==> config.mk <==
export PLATFORM = sky130hd
export DESIGN_NAME = first_substring_match_finder_core
export DESIGN_NICKNAME = d
export VERILOG_FILES = /design/src/rtl/core/fsmf_pkg.sv /design/src/rtl/core/first_substring_match_finder_core.sv /design/src/rtl/core/fsmf_cell.sv
export SDC_FILE = /design/constraint.sdc
export NUM_CORES = 1
export LEC_CHECK = 0
export BUFFER_PORTS_ARGS = -buffer_cell sky130_fd_sc_hd__buf_4
export CAP_MARGIN = 20
export CORE_UTILIZATION = 45
export DETAILED_ROUTE_END_ITERATION = 10
export PLACE_DENSITY = 0.65
export SLEW_MARGIN = 30
export SYNTH_ARGS = -nofsm -noshare
export SYNTH_HDL_FRONTEND = slang
export SYNTH_SLANG_ARGS = --single-unit
export TNS_END_PERCENT = 1
==> constraint.sdc <==
create_clock -name i_clk -period 18.8 [get_ports i_clk]
set_input_delay 4.7 -clock i_clk [delete_from_list [all_inputs] [get_ports i_clk]]
set_output_delay 4.7 -clock i_clk [all_outputs]
set_load 0.01 [all_outputs]
==> src/rtl/core/fsmf_pkg.sv <==
// Shared types and constants for the first substring match finder.
package fsmf_pkg;

    // Pattern bytes kept at most; later bytes of a long pattern are dropped.
    localparam int unsigned PAT_CAP = 51;
    localparam int unsigned LEN_W   = 6;
    localparam int unsigned POS_W   = 12;
    localparam int unsigned BYTE_W  = 8;

    typedef logic [LEN_W-1:0]  t_len;
    typedef logic [BYTE_W-1:0] t_byte;

    // Kind of an input beat, carried on tuser.
    typedef enum logic {
        ACT_PATTERN = 1'b0,
        ACT_TEXT    = 1'b1
    } t_action;

    // Shift enables broadcast to every cell of the chain.
    typedef struct packed {
        logic pat_shift;
        logic txt_shift;
    } t_shift_ctl;

endpackage

==> src/rtl/core/first_substring_match_finder_core.sv <==
// Top level of the first substring match finder: cell chain and its control.
//
//  Channel  | Direction | Beat contents
//  ---------+-----------+------------------------------------------------------
//  i_s_*    | in        | tdata: data_byte[7:0]; tuser: action; tlast: last
//  o_m_*    | out       | tdata: position[11:0], zero filled to 16 bits;
//           |           | tuser: found
//
// Cycles: a pattern or text beat is taken in every cycle while no closed text
// waits. A text beat marked last closes the text; the input is then held off
// until its result is loaded into the output register, which waits for the
// compare of that final byte, if one is due, and for that register to be free.
// Reset: i_rst_n is synchronous and active low; it empties the pattern, the
// text count, the match record and the output register.
// Stalls: the input stays ready while an earlier result waits on the output;
// only the closing of a text waits for the output register to drain.
module first_substring_match_finder_core #(
    parameter int PATTERN_DEPTH = 64,
    parameter int TEXT_MAX      = 4096
) (
    input  logic        i_clk,
    input  logic        i_rst_n,
    // Input stream
    input  logic        i_s_tvalid,
    output logic        o_s_tready,
    input  logic [7:0]  i_s_tdata,   // [7:0] data_byte
    input  logic        i_s_tuser,   // [0] action
    input  logic        i_s_tlast,   // last byte of the pattern or of the text
    // Result stream
    output logic        o_m_tvalid,
    input  logic        i_m_tready,
    output logic [15:0] o_m_tdata,   // [11:0] position, [15:12] zero
    output logic        o_m_tuser    // [0] found
);
    import fsmf_pkg::*;

    localparam int CNT_W = $clog2(TEXT_MAX);
    localparam logic [CNT_W-1:0] CNT_SAT = CNT_W'(TEXT_MAX - 1);

    // Pattern side: length of the held pattern and whether a load is open.
    t_len             r_len,   n_len;
    logic             r_open,  n_open;
    // Text side: bytes taken, first match record.
    logic [CNT_W-1:0] r_count, n_count;
    logic             r_seen,  n_seen;
    logic [CNT_W-1:0] r_start, n_start;
    // A compare of the window is due in this cycle.
    logic             r_chk,   n_chk;
    // A text has closed and its result has not yet been loaded.
    logic             r_res_pend, n_res_pend;
    // Output register.
    logic             r_out_valid, n_out_valid;
    logic             r_out_found, n_out_found;
    logic [POS_W-1:0] r_out_pos,   n_out_pos;

    t_shift_ctl       w_ctl;
    logic             w_accept;
    logic             w_is_pat;
    logic             w_is_text;
    logic             w_hit_all;
    logic             w_load;
    t_len             w_base;

    // Cell chain wiring: index k holds the k-th newest text byte and, for a
    // pattern of length L, the pattern byte L-1-k, so that a whole-pattern
    // match is simply every active cell reporting equality.
    t_byte            w_pat [PATTERN_DEPTH+1];
    t_byte            w_txt [PATTERN_DEPTH+1];
    logic [PATTERN_DEPTH-1:0] w_hits;

    assign w_pat[0] = i_s_tdata;
    assign w_txt[0] = i_s_tdata;

    for (genvar g = 0; g < PATTERN_DEPTH; g++) begin : g_cell
        fsmf_cell #(
            .CELL_IDX (g)
        ) u_cell (
            .i_clk (i_clk),
            .i_ctl (w_ctl),
            .i_len (r_len),
            .i_pat (w_pat[g]),
            .i_txt (w_txt[g]),
            .o_pat (w_pat[g+1]),
            .o_txt (w_txt[g+1]),
            .o_hit (w_hits[g])
        );
    end

    assign w_hit_all = &w_hits;

    assign o_s_tready = !r_res_pend;
    assign w_accept   = i_s_tvalid && o_s_tready;
    assign w_is_pat   = w_accept && (t_action'(i_s_tuser) == ACT_PATTERN);
    assign w_is_text  = w_accept && (t_action'(i_s_tuser) == ACT_TEXT);

    // A pattern beat that arrives with no load open starts a fresh pattern.
    assign w_base          = r_open ? r_len : '0;
    assign w_ctl.pat_shift = w_is_pat && (int'(w_base) < PAT_CAP);
    // Once the count has saturated, further text bytes are not examined.
    assign w_ctl.txt_shift = w_is_text && (r_count != CNT_SAT);

    // The closed text's result may be loaded once its last compare is done
    // and the output register is free or draining.
    assign w_load = r_res_pend && !r_chk && (!r_out_valid || i_m_tready);

    always_comb begin
        n_len       = r_len;
        n_open      = r_open;
        n_count     = r_count;
        n_seen      = r_seen;
        n_start     = r_start;
        n_chk       = 1'b0;
        n_res_pend  = r_res_pend;
        n_out_valid = r_out_valid;
        n_out_found = r_out_found;
        n_out_pos   = r_out_pos;

        if (w_is_pat) begin
            n_open = !i_s_tlast;
            n_len  = w_ctl.pat_shift ? t_len'(w_base + 1'b1) : w_base;
        end

        if (w_is_text) begin
            n_open = 1'b0;
            if (i_s_tlast) begin
                n_res_pend = 1'b1;
            end
        end

        if (w_ctl.txt_shift) begin
            n_count = r_count + 1'b1;
            n_chk   = (r_len != '0) && ((r_count + 1'b1) >= CNT_W'(r_len));
        end

        // The window compare runs in the cycle after the byte went in; the
        // earliest match wins, as compares complete in text order.
        if (r_chk && w_hit_all && !r_seen) begin
            n_seen  = 1'b1;
            n_start = r_count - CNT_W'(r_len);
        end

        if (r_out_valid && i_m_tready) begin
            n_out_valid = 1'b0;
        end

        if (w_load) begin
            n_out_valid = 1'b1;
            n_out_found = r_seen;
            n_out_pos   = r_seen ? POS_W'(r_start) : '0;
            n_res_pend  = 1'b0;
            n_count     = '0;
            n_seen      = 1'b0;
        end
    end

    always_ff @(posedge i_clk) begin
        if (!i_rst_n) begin
            r_len       <= '0;
            r_open      <= 1'b0;
            r_count     <= '0;
            r_seen      <= 1'b0;
            r_chk       <= 1'b0;
            r_res_pend  <= 1'b0;
            r_out_valid <= 1'b0;
        end else begin
            r_len       <= n_len;
            r_open      <= n_open;
            r_count     <= n_count;
            r_seen      <= n_seen;
            r_chk       <= n_chk;
            r_res_pend  <= n_res_pend;
            r_out_valid <= n_out_valid;
        end
    end

    always_ff @(posedge i_clk) begin
        r_start     <= n_start;
        r_out_found <= n_out_found;
        r_out_pos   <= n_out_pos;
    end

    assign o_m_tvalid = r_out_valid;
    assign o_m_tuser  = r_out_found;
    assign o_m_tdata  = {{(16 - POS_W){1'b0}}, r_out_pos};

endmodule

==> src/rtl/core/fsmf_cell.sv <==
// One compare cell: holds a pattern byte and a text byte and reports a hit.
module fsmf_cell #(
    parameter int CELL_IDX = 0
) (
    input  logic               i_clk,
    input  fsmf_pkg::t_shift_ctl i_ctl,
    input  fsmf_pkg::t_len     i_len,
    input  fsmf_pkg::t_byte    i_pat,
    input  fsmf_pkg::t_byte    i_txt,
    output fsmf_pkg::t_byte    o_pat,
    output fsmf_pkg::t_byte    o_txt,
    output logic               o_hit
);
    import fsmf_pkg::*;

    t_byte r_pat;
    t_byte r_txt;
    logic  w_active;

    always_ff @(posedge i_clk) begin
        if (i_ctl.pat_shift) begin
            r_pat <= i_pat;
        end
        if (i_ctl.txt_shift) begin
            r_txt <= i_txt;
        end
    end

    // A cell takes part in the compare only while it lies inside the pattern.
    assign w_active = (int'(i_len) > CELL_IDX);
    assign o_hit    = !w_active || (r_pat == r_txt);
    assign o_pat    = r_pat;
    assign o_txt    = r_txt;

endmodule
==> flow_summary.yaml, run 1 <==
status:
  status: "completed"
timing:
  final.setup.tns_ns: 0
  final.hold.worst_slack_ns: 0.449
  setup_repair_after_global_routing_missed_its_margin: "no"
  period_share: 0.417
  post-route-min-period_ns: 7.83
  worst_slew_pin_slew_ns: 1.01
  relSlewSlack: 0.324
  max_clock_freq_mhz: 128
  final.setup_skew_ns: 0.0326
  setup_violations: 0
  timing.final.max_slew_violations: 0
  hold_viol_final: 0
synthesis:
  synth_commonest_cells: "edfxtp_1 (1033), xor2_1 (422), xnor2_1 (106), nor4_1 (102), nand2_1 (38)"
  synth-async-reset-ratio: 0
  part_of_the_yosys_area_used_for_sequential_elements: 0.807
  count_of_warnings_emitted_by_yosys: 0
  dominantRegCellSynth: "edfxtp_1"
  cell_count_after_synthesis: 2056
  synth_top_cells_by_area: "edfxtp_1 (80%), xor2_1 (9.5%), xnor2_1 (2.4%)"
  post_synth_instance_area_um2: 39000
  yosys.area.top_type: "edfxtp_1"
  yosysTopAreaCellShare: 0.796
  synth.ff_latch_count: 1056
  postSynthAreaPerCell_um2: 19.0
  synth_enable_flop_cells: 1033
  synth_most_common_cell: "edfxtp_1"
  synth.lib_cells_used.distinct: 58
clock_network:
  cts_max_path_buffers: 3
  cts_setup_buffers: 0
  cts_hold_repair.buffers: 0
  total_number_of_h_tree_levels: 3
  cts-root-buf: "clkbuf_16"
  tritoncts: "done"
  clkSinkCount: 1056
  path_clk_slew_ns: 0.06
  tritoncts_buffer_count: 103
  cts_repair_resize_count: 0
  clk-insertion-delay-late_ns: 0.66
setup_path:
  worst_setup_path_start_kind: "input port"
  cp_common_cell: "buf_4"
  cpPeakStageDelay_ns: 0.71
  cp-end-kind: "flip-flop"
  timing_worst_setup_path_type: "input port to flip-flop"
  largest_fanout_on_the_critical_path: 120
  worstPathRequired_ns: 19.08
  timing.rr.start: "r_count[0]$_SDFFE_PP0P_"
  ff2ff_path_depth: 10
  worst_ep_arrival_time_ns: 8.11
  critical-path-top-delay-family: "buffers and inverters"
  cp_slowest_cell: "buf_6"
  worstPathBufferInverterCount: 5
  timing.critical_path.cells: "buf_4, nor2b_1, nand2_1, a31oi_4, buf_4, buf_6, buf_12, buf_16"
  rrSetupSlack_ns: 14.24
  r2r_end: "g_cell[5].u_cell.o_txt[1]$_DFFE_PP_"
finish:
  insertedDiodeCount: 0
  fin_nets: 2208
  syn_to_final_growth_pct: 13.5
  share_of_post_route_cells_with_drive_strength_above_1: 0.0972
floorplan:
  die_width_um: 296
  standard_cell_row_count: 107
  core-area_um2: 85500
  num_io_pins: 33
  die-area_um2: 87800
  floorplan.die.height_um: 296
  initial_core_util: 0.456
grt:
  grt_max_degree: 187
  grt_use_met3: 0.0370
  grt_first_pass_wirelength_mm: 109
  global_route.overflow_total: 0
  use_met1: 0.212
  vias_in_the_first_global_route: 18300
  number_of_antenna_violations_at_the_first_check_in_global_routing: 0
  top_usage_layer: "met2"
  global_route.usage.met2: 0.283
  globalRouteTotalUtil: 0.166
hold_path:
  hold_crit_class: "flip-flop to flip-flop"
  worst_hold_startpoint: "g_cell[21].u_cell.o_pat[1]$_DFFE_PP_"
  hold_depth: 0
  holdPathEnd: "g_cell[22].u_cell.o_pat[1]$_DFFE_PP_"
routing:
  drtPass1Iterations: 7
  drt-initial-drc-count: 1508
  antenna_left: 0
  detailroute.via_count: 17700
  vias_per_cell: 5.19
  drc: 0
  overall_routed_net_length_mm: 71.6
  wl_per_cell_um: 21.0
place:
  finalWeightedCongestion: 0.867
  total_of_buffers_placed_on_input_and_output_ports: 28
  dp_hpwl_mm: 46.6
pwr:
  power_density_nw_per_um2: 113
  vdd_ir_drop_max_mv: 0.0935
  p_leak_nw: 14.2
run:
  cap_viol_max_count: 0
[report_power, final]
group          internal (mW)  switching, mW
combinational         0.0489         0.0998
sequential              2.69         0.0599
clock                   1.25          0.862
[metal layers]
metal  up-vias  routed length, µm  share of wire
li1       8094                  -              -
met1      8931              28800           0.40
met2       545              36400           0.51
met3       128               4620          0.065
met4         0               1720          0.024
met5         -                  0              0
[area by class of cell]
| class | count | area (µm²) |
|---|---|---|
| tap | 1144 | 1430 |
| sequential | 1056 | 31500 |
| clock inverter | 72 | 850 |
| clock buffer | 117 | 2670 |
| fill | 6687 | 41300 |
| multi-input combinational | 961 | 7370 |
| timing repair buffer | 42 | 404 |
| inverter | 15 | 63.8 |
[cells by family (layout without fill, tap and decap cells)]
kind of cell	Yosys count	after routing	synth area share
compound gates	128	128	0.0219
xor+xnor	528	528	0.119
fa+ha+maj	15	15	0.00501
buf+inv	42	246	0.00501
flops	1056	1056	0.807
mux	1	1	0.000257
other cells	1	4	0.0000962
simple gates	285	285	0.0418
[stage by stage]
step	setup WS, ns	power [mW]	util	instance area [µm²]	instances
after floorplan	2.61	2.91	-	39000	2059
after global placement	10.18	2.94	0.475	40600	3216
after detailed placement	10.19	2.95	0.476	40700	3217
after CTS	10.84	5.05	0.517	44200	3406
after global routing	10.77	5.16	0.517	44300	3407
final	10.97	5.00	0.517	44300	3407
[sequential cells by signal, summed over array words and instances, names as in the netlist, 6 cells and up]
register / flops
r_count: 12
r_len: 6
r_out_pos: 12
g_cell.u_cell.o_pat: 504
g_cell.u_cell.o_txt: 504
r_start: 12
[worst max-delay path by stage]
| stage | startpoint | cells past startpoint | slack [ns] | end |
|---|---|---|---|---|
| 2_1_floorplan | i_s_tvalid | 6 | 2.61 | r_len[0]$_SDFFE_PN0P_ |
| 3_3_place_gp | i_s_tvalid | 7 | 10.18 | g_cell[20].u_cell.o_pat[7]$_DFFE_PP_ |
| 3_5_place_dp | i_s_tvalid | 7 | 10.19 | g_cell[17].u_cell.o_pat[1]$_DFFE_PP_ |
| 4_1_cts | i_s_tvalid | 7 | 10.84 | g_cell[16].u_cell.o_pat[2]$_DFFE_PP_ |
| 5_1_grt | i_s_tvalid | 8 | 10.77 | g_cell[1].u_cell.o_txt[1]$_DFFE_PP_ |
| 6_report | i_s_tvalid | 8 | 10.97 | g_cell[5].u_cell.o_txt[1]$_DFFE_PP_ |
[layout by cell type, fill, tap and decap left out, types with 4 or more instances in the layout]
cell,Yosys,routed
a211oi_1,5,5
a21boi_0,7,7
a21oi_1,37,37
a22oi_1,12,12
a31oi_1,7,7
and2_1,17,17
and3_1,8,8
buf_4,5,34
bufinv_16,0,16
clkbuf_1,16,12
clkbuf_16,0,105
clkinv_1,2,21
clkinv_2,0,17
clkinvlp_4,0,5
conb_1,1,4
dfxtp_1,23,23
edfxtp_1,1033,1033
ha_1,14,14
inv_1,13,12
inv_6,0,9
nand2_1,38,38
nand2b_1,11,11
nand3_1,8,8
nand4_1,37,37
nor2_1,34,34
nor2b_1,5,5
nor3_1,8,8
nor4_1,102,96
nor4_2,6,12
o21ai_0,26,26
or3_1,4,4
xnor2_1,106,106
xor2_1,422,422
Power figures use the tool's default switching activity.
==> run 2: changes to the inputs <==
clock period = 7.5 ns   (was 18.8 ns; I/O delays follow)
==> run 2 against run 1 <==
Sequential share of layout area is 0.36 points higher. Cell area shrank 0.50%. Cell count is 0.15% higher. Clock skew is 0.0019 ns lower. Via count grew 0.28%. Count of clock-buffer cells in the layout increased by 7. Sequential power rose to 2.5 times the previous value. Non-clock buffer count rose by 6. Critical path type is now flip-flop to flip-flop. Largest cell class unchanged.
==> flow_summary.yaml, run 2 (same netlist as run 1, synthesis figures left out) <==
timing:
  timing.final.max_slew_violations: 0
  post-route-min-period_ns: 4.05
  hold_viol_final: 0
  relSlewSlack: 0.352
  period_share: 0.539
  final.hold.worst_slack_ns: 0.460
  final.setup_skew_ns: 0.0307
  worst_slew_pin_slew_ns: 0.972
  postLayoutSetupSlackWorst_ns: 3.45
  setup_repair_after_global_routing_missed_its_margin: "no"
  setup_violations: 0
  max_clock_freq_mhz: 247
setup_path:
  timing_worst_setup_path_type: "flip-flop to flip-flop"
  worstPathBufferInverterCount: 1
  r2r_end: "r_seen$_SDFFE_PP0P_"
  critical_path_depth: 7
  rrSetupSlack_ns: 3.45
  worstPathRequired_ns: 8.04
  largest_fanout_on_the_critical_path: 21
  timing.rr.start: "r_len[5]$_SDFFE_PN0P_"
  ff2ff_path_depth: 7
  cp-end-kind: "flip-flop"
  worst_setup_path_start_kind: "flip-flop"
  cp_slowest_cell: "dfxtp_1"
  worst_ep_arrival_time_ns: 4.59
  critical-path-top-delay-family: "simple AND/OR/NAND/NOR gates"
  timing.critical_path.cells: "clkinv_1, nor3_1, o21ai_0, nand3_1, nor4_1, and4_1, o21ba_1"
  cpPeakStageDelay_ns: 0.89
routing:
  vias_per_cell: 5.20
  detailroute.via_count: 17700
  drt-initial-drc-count: 1616
  drtPass1Iterations: 5
  antenna_left: 0
  overall_routed_net_length_mm: 71.3
  wl_per_cell_um: 20.9
  drc: 0
finish:
  post_layout_nonfiller_instances: 3412
  final_cell_mix: "edfxtp_1 (1033), xor2_1 (422), xnor2_1 (106)"
  insertedDiodeCount: 0
  most_common_library_cell_in_the_layout_ignoring_fill_and_taps: "edfxtp_1"
  share_of_post_route_cells_with_drive_strength_above_1: 0.0917
  syn_to_final_growth_pct: 13.0
  fin_nets: 2214
place:
  placed_cells_incl_taps: 3224
  total_of_buffers_placed_on_input_and_output_ports: 28
  place_ws_ns: 2.99
  finalWeightedCongestion: 0.843
  dp_hpwl_mm: 46.6
grt:
  grt_max_degree: 150
  grt_first_pass_wirelength_mm: 109
  number_of_antenna_violations_at_the_first_check_in_global_routing: 0
  global_route.overflow_total: 0
  vias_in_the_first_global_route: 18400
  globalRouteTotalUtil: 0.165
pwr:
  power_density_nw_per_um2: 277
  vdd_ir_drop_max_mv: 0.211
  p_leak_nw: 14.2
status:
  status: "completed"
clock_network:
  cts_repair_resize_count: 0
  tritoncts: "done"
  cts_setup_buffers: 0
  cts-root-buf: "clkbuf_16"
  clkSinkCount: 1056
  cts_hold_repair.buffers: 0
  clk-insertion-delay-late_ns: 0.68
  cts_max_path_buffers: 3
  total_number_of_h_tree_levels: 3
  path_clk_slew_ns: 0.06
  tritoncts_buffer_count: 103
floorplan:
  core-area_um2: 85500
  die-area_um2: 87800
  initial_core_util: 0.456
  standard_cell_row_count: 107
  num_io_pins: 33
  die_width_um: 296
  floorplan.die.height_um: 296
hold_path:
  holdPathEnd: "g_cell[17].u_cell.o_pat[5]$_DFFE_PP_"
  worst_hold_startpoint: "g_cell[16].u_cell.o_pat[5]$_DFFE_PP_"
  hold_depth: 0
  hold_crit_class: "flip-flop to flip-flop"
run:
  cap_viol_max_count: 0
[run 2: changes by cell type in the layout (fill, tap and decap cells not counted), sizes merged]
cell      change
bufinv        -9
buf           +6
clkinv       +12
clkbuf        +7
inv           -8
clkinvlp      -3
[run 2: stage by stage]
stage                      TNS, ns  instance area, µm²  utilization  power, mW
after floorplan           -1435.47               39000            -       7.27
after global placement           0               40700        0.476       7.37
after detailed placement         0               40800        0.477       7.39
after CTS                        0               44000        0.515       12.3
after global routing             0               44000        0.515       12.6
final                            0               44000        0.515       12.2
[run 2: cell type report]
type / instances / area (µm²)
sequential: 1056 / 31500
tap: 1144 / 1430
timing repair buffer: 48 / 454
clock inverter: 64 / 544
multi-input combinational: 961 / 7370
clock buffer: 124 / 2710
inverter: 15 / 60.1
fill: 6744 / 41500
[run 2: worst max path at each step]
stage | slack (ns) | from | to
6_report | 3.45 | r_len[5]$_SDFFE_PN0P_ | r_seen$_SDFFE_PP0P_
2_1_floorplan | -2.84 | i_s_tvalid | g_cell[0].u_cell.o_pat[0]$_DFFE_PP_
3_5_place_dp | 2.99 | i_s_tvalid | g_cell[18].u_cell.o_txt[2]$_DFFE_PP_
4_1_cts | 3.47 | r_len[5]$_SDFFE_PN0P_ | r_seen$_SDFFE_PP0P_
5_1_grt | 3.33 | r_len[5]$_SDFFE_PN0P_ | r_seen$_SDFFE_PP0P_
3_3_place_gp | 2.86 | i_s_tvalid | g_cell[16].u_cell.o_txt[3]$_DFFE_PP_
[run 2: power breakdown]
part	internal [mW]	switching, mW	leakage (nW)
sequential	6.73	0.151	9.52
clock	2.81	2.13	1.59
combinational	0.126	0.251	3.04
total	9.67	2.53	14.2
[run 2: per-layer routing]
| layer | track usage | vias up | routed length, µm |
|---|---|---|---|
| met2 | 0.276 | 536 | 35300 |
| met4 | 0.0458 | 0 | 1600 |
| met3 | 0.0344 | 125 | 4440 |
| met1 | 0.220 | 8995 | 30000 |
| met5 | 0 | - | 0 |
| li1 | - | 8092 | - |
